`config.mk`:
```
export PLATFORM = sky130hd
export DESIGN_NAME = ac_ctrl
export DESIGN_NICKNAME = d
export VERILOG_FILES = /design/src/design/ac_pkg.sv /design/src/design/ac_ctrl.sv
export SDC_FILE = /design/constraint.sdc
export NUM_CORES = 1
export LEC_CHECK = 0
export BUFFER_PORTS_ARGS = -buffer_cell sky130_fd_sc_hd__buf_2
export CORE_AREA = 2 2 39 41
export CTS_CLUSTER_SIZE = 30
export DETAILED_ROUTE_END_ITERATION = 8
export DIE_AREA = 0 0 41 43
export PLACE_DENSITY = 0.63
export SLEW_MARGIN = 20
export SYNTH_ARGS = -nofsm -noshare
export SYNTH_HDL_FRONTEND = slang
export SYNTH_SLANG_ARGS = --single-unit
```
`constraint.sdc`:
```
create_clock -name clk -period 1.7 [get_ports clk]
set_clock_uncertainty 0.15 [all_clocks]
set_input_delay 0.17 -clock clk [delete_from_list [all_inputs] [get_ports clk]]
set_output_delay 0.17 -clock clk [all_outputs]
set_load 0.1 [all_outputs]
```
`src/design/ac_pkg.sv`:
```
package ac_pkg;

  localparam int NUM_STATES = 4096;
  localparam int ALPHABET = 256;
  localparam int NUM_OUTPUTS = 4096;
  localparam int MAX_MATCHES_PER_BYTE = 64;

  localparam int STATE_W = $clog2(NUM_STATES);
  localparam int SYM_W = $clog2(ALPHABET);
  localparam int OUT_W = $clog2(NUM_OUTPUTS);
  localparam int TT_W = STATE_W + SYM_W;
  localparam int LINK_W = 13;
  localparam int PAT_W = 16;
  localparam int POS_W = 40;
  localparam int ADDR_W = 20;
  localparam int CNT_W = $clog2(MAX_MATCHES_PER_BYTE) + 1;
  localparam int BUF_W = $clog2(MAX_MATCHES_PER_BYTE);
  localparam int IN_DATA_W = 104;
  localparam int OUT_DATA_W = 56;

  typedef enum logic [2:0] {
    REQ_SCAN     = 3'd0,
    REQ_GOTO     = 3'd1,
    REQ_HEAD     = 3'd2,
    REQ_SUFFIX   = 3'd3,
    REQ_OUTENTRY = 3'd4
  } req_t;

  typedef struct packed {
    logic wr_table;
    logic scan;
    logic step_state;
    logic rd_out_head;
    logic buf_wr;
    logic rd_out_link;
    logic hop;
    logic set_trunc;
    logic emit_start;
    logic load_out;
  } ac_cmd_t;

  typedef struct packed {
    logic is_scan;
    logic owned;
    logic head_none;
    logic link_none;
    logic suf_none;
    logic n_full;
    logic n_last_slot;
    logic hops_last;
    logic n_zero;
    logic emit_last;
    logic out_free;
  } ac_sts_t;

endpackage

```
`src/design/ac_ctrl.sv`:
```
module ac_ctrl
  import ac_pkg::*;
(
  input  logic    clk,
  input  logic    rst_n,
  input  logic    in_fire,
  input  ac_sts_t sts,
  output logic    idle,
  output ac_cmd_t cmd
);

  typedef enum logic [4:0] {
    S_IDLE = 5'b00001,
    S_TRD  = 5'b00010,
    S_HRD  = 5'b00100,
    S_ORD  = 5'b01000,
    S_EMIT = 5'b10000
  } state_t;

  state_t state_r, state_nxt;

  assign idle = (state_r == S_IDLE);

  always_ff @(posedge clk) begin
    if (!rst_n) begin
      state_r <= S_IDLE;
    end else begin
      state_r <= state_nxt;
    end
  end

  always_comb begin
    logic finish;
    logic step;
    finish = 1'b0;
    step = 1'b0;
    cmd = '0;
    state_nxt = state_r;
    unique case (state_r)
      S_IDLE: begin
        if (in_fire) begin
          if (sts.is_scan) begin
            cmd.scan = 1'b1;
            state_nxt = S_TRD;
          end else begin
            cmd.wr_table = 1'b1;
          end
        end
      end
      S_TRD: begin
        cmd.step_state = 1'b1;
        state_nxt = sts.owned ? S_HRD : S_IDLE;
      end
      S_HRD: begin
        if (sts.head_none) begin
          step = 1'b1;
        end else if (sts.n_full) begin
          cmd.set_trunc = 1'b1;
          finish = 1'b1;
        end else begin
          cmd.rd_out_head = 1'b1;
          state_nxt = S_ORD;
        end
      end
      S_ORD: begin
        cmd.buf_wr = 1'b1;
        if (sts.link_none) begin
          step = 1'b1;
        end else if (sts.n_last_slot) begin
          cmd.set_trunc = 1'b1;
          finish = 1'b1;
        end else begin
          cmd.rd_out_link = 1'b1;
        end
      end
      S_EMIT: begin
        if (sts.out_free) begin
          cmd.load_out = 1'b1;
          if (sts.emit_last) begin
            state_nxt = S_IDLE;
          end
        end
      end
      default: state_nxt = S_IDLE;
    endcase
    // advance along the dictionary suffix chain, or end the walk
    if (step) begin
      if (sts.hops_last || sts.suf_none) begin
        finish = 1'b1;
      end else begin
        cmd.hop = 1'b1;
        state_nxt = S_HRD;
      end
    end
    if (finish) begin
      if (sts.n_zero && !(cmd.buf_wr)) begin
        state_nxt = S_IDLE;
      end else begin
        cmd.emit_start = 1'b1;
        state_nxt = S_EMIT;
      end
    end
  end

endmodule

```
Word level (Yosys, flattened, before mapping)
Index checks and enable logic that the tools add are counted.

word-level totals
  flip-flop bits (word level) = 5
  output and inout bits = 11

operators by class
  eq/ne operators = 5
  muxes and demuxes = 39
  reductions and logical operators = 3

operators with widths
  operator            count
  $mux 5              10
  $pmux 5 s5          1
  $mux 1              22
  $mux 2              3
  $eq 5x1->1 const B  1
  $eq 5x2->1 const B  1
  $eq 5x3->1 const B  1
  $eq 5x4->1 const B  1
  $eq 5x5->1 const B  1
  $pmux 1 s2          2
  $mux 3              1
  $logic_and 1x1->1   1
  $logic_not 1->1     1
  $logic_or 1x1->1    1

Longest topological paths before layout
Gate-level depths: netlist (run 1).

  word-level depth = 7
  mapped depth = 5
  depth with buffers taken out = 5

Least setup slack after synthesis (run 1)
No wires, ideal clock.

  path kind = reg-to-output
  start = register state_r[1]
  end = output cmd[4] (netlist name)
  arrival = 3.639 ns
  required time = 1.380 ns
  setup slack = -2.259 ns
  stages on the path, launching flop included = 3
  path buffers = 0
  cell sequence = dfxtp_1 > or3_4 > nor4_1

RTL lines
  item                    RTL line       source
  start, declared         ac_ctrl.sv:20  state_t state_r, state_nxt;
  start signal, assigned  ac_ctrl.sv:28  state_r <= state_nxt;
  end, declared           ac_ctrl.sv:9   output ac_cmd_t cmd

==> flow_summary.toml, run 1 <==
[worst_hold_path]
min_to = "state_r[0]"
holdPathStages = 2
min-delay-start = "rst_n"
min_path_type = "input pin to flop"

[yosys]
syn_area_um2 = 455
ys.flop_type = "dfxtp_1"
syn_avg_cell_area_um2 = 8.13
yosysWarningCount = 0
syn_inst = 56
ys_types = 29
synthArstFlopShare_pct = 0
synth_edf_count = 0
syn_nets = 70
yosysSeqAreaShare_pct = 22.0
synth_seq_cells = 5

[placed_design]
dp_hpwl_um = 1200
port_buffers = 24
placed_cells = 106
gp_congestion = 0.767

[cts]
cts_tree = "yes"
ctsHtreeMaxLevel = 1
cts.clk_slew.worst_paths_ns = 0.04
clkSinkCount = 5
clockBufferDepth = 2
root_buffer = "clkbuf_4"
cts_hold_buf = 0
worstSkewPairLatency_ns = 0.24
numCtsBuffers = 3

[sta]
post-route-min-period_ns = 1.90
worstMarginPinSlew_ns = 0.350
relSlewSlack_pct = 76.4
timing.final.crit_share_pct = 112
timing.hold.ws_ns = 0.0660
max_clock_freq_mhz = 526
finalHoldViolations = 0
rsz0062_at_grt = "yes"
fin_tns_setup_ns = -1.06
setup_slack_ns = -0.200
slew_viol_final = 0
setup_viol = 10

[detailed_routing]
drc = 0
dr.pass1.iters = 4
via_per_inst = 5.47
ant_nets = 0
m1WireLength_um = 661
met3_length_um = 79
maxUsedRoutingLayer = "met4"
vias = 651
drt_iter0_drc = 25
totalWireLength_um = 1660
avgRoutedWirePerCell_um = 13.9
met2WireLength_um = 911

[setup_path]
path_max_fanout = 4
reg2reg_depth = 6
critPathLaunchType = "flop"
worstSetupPathType = "flop to output pin"
required_ns = 1.38
r2r_start = "state_r[1]"
cp.arrival_ns = 1.58
crit_path_end_kind = "output pin"
rrSetupSlack_ns = 0
reg2reg_to = "state_r[0]"

[floorplan]
chipHeight_um = 43
initial_utilization_pct = 32.9
core_area_mm2 = 0.00138
io_pins = 25
die_width_um = 41
row_count = 14
die-area_mm2 = 0.00176

[finish]
top_register = "state_r"
regArea_um2 = 105
drive_above_1_share_pct = 68.0
n_fill_cell = 89
syn2layout_area_growth_pct = 130
multi_input_area_um2 = 433
final_cell_mix = "13 x buf_2, 13 x buf_4, 11 x buf_12"
top_regs = "state_r x5"
fin_nets = 118
largest_register_ffs = 5
n_antenna_cell = 0
instances_no_fill = 119

[run_status]
violations = "setup timing"
status = "complete, but fails checks"

[global_route]
grt_util_all_layers_pct = 21.5
grt_pass1_vias = 641
grt_max_degree = 7
overflow = 0
grt_pass1_wl_um = 2660
antenna_found_initial = 0

[run]
cap_violations = 0

[pwr]
p_total_uw = 478
p_per_area_mw_per_mm2 = 455
irDropWorstVdd_v = 0.000403
power_leakage_uw = 0.000447
==> cell families (layout without fill, tap and decap cells) <==
kind of cell / count (synthesis) / after routing / share of synthesized area (%)
AO/OA/AOI/OAI: 15 / 15 / 33.5
buffers and inverters: 3 / 50 / 2.47
flip-flops: 5 / 5 / 22.0
AND/OR/NAND/NOR: 33 / 33 / 42.0
==> per-stage QoR <==
stage	worst slack [ns]	utilization, %	instance area, µm²
4_1_cts	-0.177	74.7	1030
3_3_place_gp	0.0637	65.5	906
6_report	-0.200	75.9	1050
5_1_grt	-0.261	75.9	1050
2_1_floorplan	-0.512	-	526
3_5_place_dp	0.0519	65.5	906
==> worst max-delay path: stages, from the launching register on <==
cell	delay (ns)
dfxtp_2	0.31
or3_4	0.44
a211oi_4	0.21
o21ai_2	0.11
clkinvlp_4	0.09
buf_12	0.16
==> layout make-up <==
type	instances	share of cell area [%]
inverters	3	1.43
clock buffers	4	2.50
repair buffers	43	42.9
multi-input cells	48	41.2
well taps	16	1.91
flip-flops and latches	5	10.0
==> power by group <==
part	internal [µW]	switching, µW
Clock	88.7	47.6
Combinational	94.7	122
Sequential	122	2.75
Total	306	172
==> how the worst max path moves through the flow <==
| stage | startpoint | endpoint | slack [ns] | depth (start not counted) |
|---|---|---|---|---|
| global placement | state_r[0] | cmd[1] | 0.06 | 5 |
| global route | state_r[1] | cmd[1] | -0.26 | 5 |
| finish | state_r[1] | cmd[1] | -0.20 | 5 |
| floorplan | state_r[0] | cmd[1] | -0.51 | 4 |
| detailed placement | state_r[0] | cmd[1] | 0.05 | 5 |
| CTS | state_r[1] | cmd[1] | -0.18 | 5 |
==> per-layer routing <==
layer | global-route usage, % | vias to the layer above
met1 | 28.9 | 321
met3 | 3.66 | 2
met5 | 0 | -
met4 | 4.00 | 0
met2 | 34.7 | 18
li1 | - | 310
==> synthesized netlist by cell type (2+ instances only) <==
cell type	number	area share (%)
o21ai_0	2	2.2
inv_1	3	2.5
and2_1	2	2.7
nand3b_1	3	4.9
and3_1	2	2.7
nor2_1	5	4.1
nand3_1	2	2.2
o211a_1	2	4.4
nand4bb_1	2	4.9
nor3_1	4	4.4
nor2b_1	2	2.7
nand2_1	6	4.9
dfxtp_1	5	22
==> repair_timing <==
item                                   4_1_cts  5_1_grt
endpoints found under the hold margin        0        0
pin swaps                                    8        2
gates resized for setup                     13        2
setup endpoints to repair                    8       11
buffers inserted                             7        3
Power figures use the tool's default switching activity.
==> run 2, diff against run 1 <==
Settings changed: SLEW_MARGIN 20 to 30, TNS_END_PERCENT from default to 30.
==> flow_summary.toml, run 2 (same netlist as run 1, synthesis figures left out) <==
[run_status]
status = "complete, but fails checks"
violations = "setup timing"

[sta]
timing.final.crit_share_pct = 113
max_clock_freq_mhz = 521
worstMarginPinSlew_ns = 0.343
finalHoldViolations = 0
slew_viol_final = 0
rsz0062_at_grt = "yes"
setup_viol = 9
relSlewSlack_pct = 76.8
post-route-min-period_ns = 1.92
setup_slack_ns = -0.219

[cts]
clockBufferDepth = 2
worstSkewPairLatency_ns = 0.24
clkSinkCount = 5
numCtsBuffers = 3
root_buffer = "clkbuf_4"
ctsHtreeMaxLevel = 1
cts_tree = "yes"
cts.clk_slew.worst_paths_ns = 0.04

[finish]
top_register = "state_r"
largest_register_ffs = 5
top_regs = "state_r x5"
final_core_util_pct = 71.0
n_antenna_cell = 0
mostFrequentLayoutCell = "buf_2"
syn2layout_area_growth_pct = 116
n_fill_cell = 107
fin_nets = 109
drive_above_1_share_pct = 69.1
final_cell_mix = "13 x buf_2, 11 x buf_12, 7 x buf_4"

[setup_path]
worstSetupPathType = "flop to output pin"
crit_path_end_kind = "output pin"
worstPathCellList = "or3_4, a211oi_4, o21ai_2, clkinvlp_4, buf_12"
slowest_stage = "or3_4"
critPathLaunchType = "flop"
path_max_fanout = 4
worst-path-buf-inv = 2
required_ns = 1.38
cp.arrival_ns = 1.60
slowest_delay_ns = 0.42
crit_family = "simple AND/OR/NAND/NOR gates"

[floorplan]
chipHeight_um = 43
die_width_um = 41
row_count = 14
core_area_mm2 = 0.00138
die-area_mm2 = 0.00176
initial_utilization_pct = 32.9
io_pins = 25

[placed_design]
port_buffers = 24
dp_hpwl_um = 1140
preCtsSetupSlack_ns = 0.0125
gp_congestion = 0.728

[global_route]
grt_util_all_layers_pct = 18.4
overflow = 0
grt_pass1_wl_um = 2210
grt_max_degree = 9
grt_pass1_vias = 533
antenna_found_initial = 0

[detailed_routing]
via_per_inst = 5.15
ant_nets = 0
vias = 566
totalWireLength_um = 1400
dr.pass1.iters = 4
avgRoutedWirePerCell_um = 12.7
drt_iter0_drc = 4
drc = 0

[pwr]
power_leakage_uw = 0.000415
irDropWorstVdd_v = 0.000407
p_per_area_mw_per_mm2 = 460

[run]
cap_violations = 0

[worst_hold_path]
min_path_type = "input pin to flop"
run 2: cell count changes in the layout (fill, tap and decap cells not counted), sizes merged:
cell	delta
buf	-9
run 2: final cells by class:
cell class              count  area (µm²)  share of cell area, %
multi-input cells          48         438                   44.6
repair buffers             34         372                   37.8
flip-flops and latches      5         111                   11.3
clock buffers               4        26.3                   2.68
well taps                  16        20.0                   2.04
inverters                   3        15.0                   1.53
run 2: what timing repair did:
action | 4_1_cts | 5_1_grt
pin swaps | 2 | 5
hold buffers | 0 | 0
endpoints found under the hold margin | 0 | 0
endpoints found under the setup margin | 9 | 10
gates resized for setup | 6 | 12
buffers inserted | 1 | 0
run 2: where the power goes:
group / total [µW] / switching (µW) / internal (µW)
clock network: 139 / 50.1 / 88.8
logic: 191 / 114 / 77.2
registers: 122 / 2.17 / 120
run 2: worst paths after layout:
check | endpoint | start | cells after the start | slack [ns]
worst min-delay path | state_r[0] | rst_n | 2 | 0.05
worst max register to register | state_r[0] | state_r[1] | 5 | 0.12
worst max-delay path | cmd[1] | state_r[1] | 5 | -0.22
worst min register to register | state_r[4] | state_r[3] | 4 | 0.62
run 2: routing by layer:
layer / GRT usage, % / vias up / routed length [µm]
met5: 0 / - / 0
met3: 3.14 / 3 / 25
li1: - / 289 / -
met4: 10.0 / 0 / 25
met1: 23.2 / 267 / 610
met2: 28.1 / 7 / 740
run 2: through the flow:
stage | instances | setup TNS [ns] | hold slack [ns] | cell area (µm²) | power, µW
2_1_floorplan | 56 | -3.10 | 0.123 | 513 | 234
3_3_place_gp | 105 | 0 | 0.298 | 886 | 306
3_5_place_dp | 105 | 0 | 0.295 | 886 | 308
4_1_cts | 110 | -0.920 | 0.0374 | 946 | 457
5_1_grt | 110 | -1.18 | 0.0514 | 982 | 475
6_report | 110 | -0.637 | 0.0452 | 982 | 452
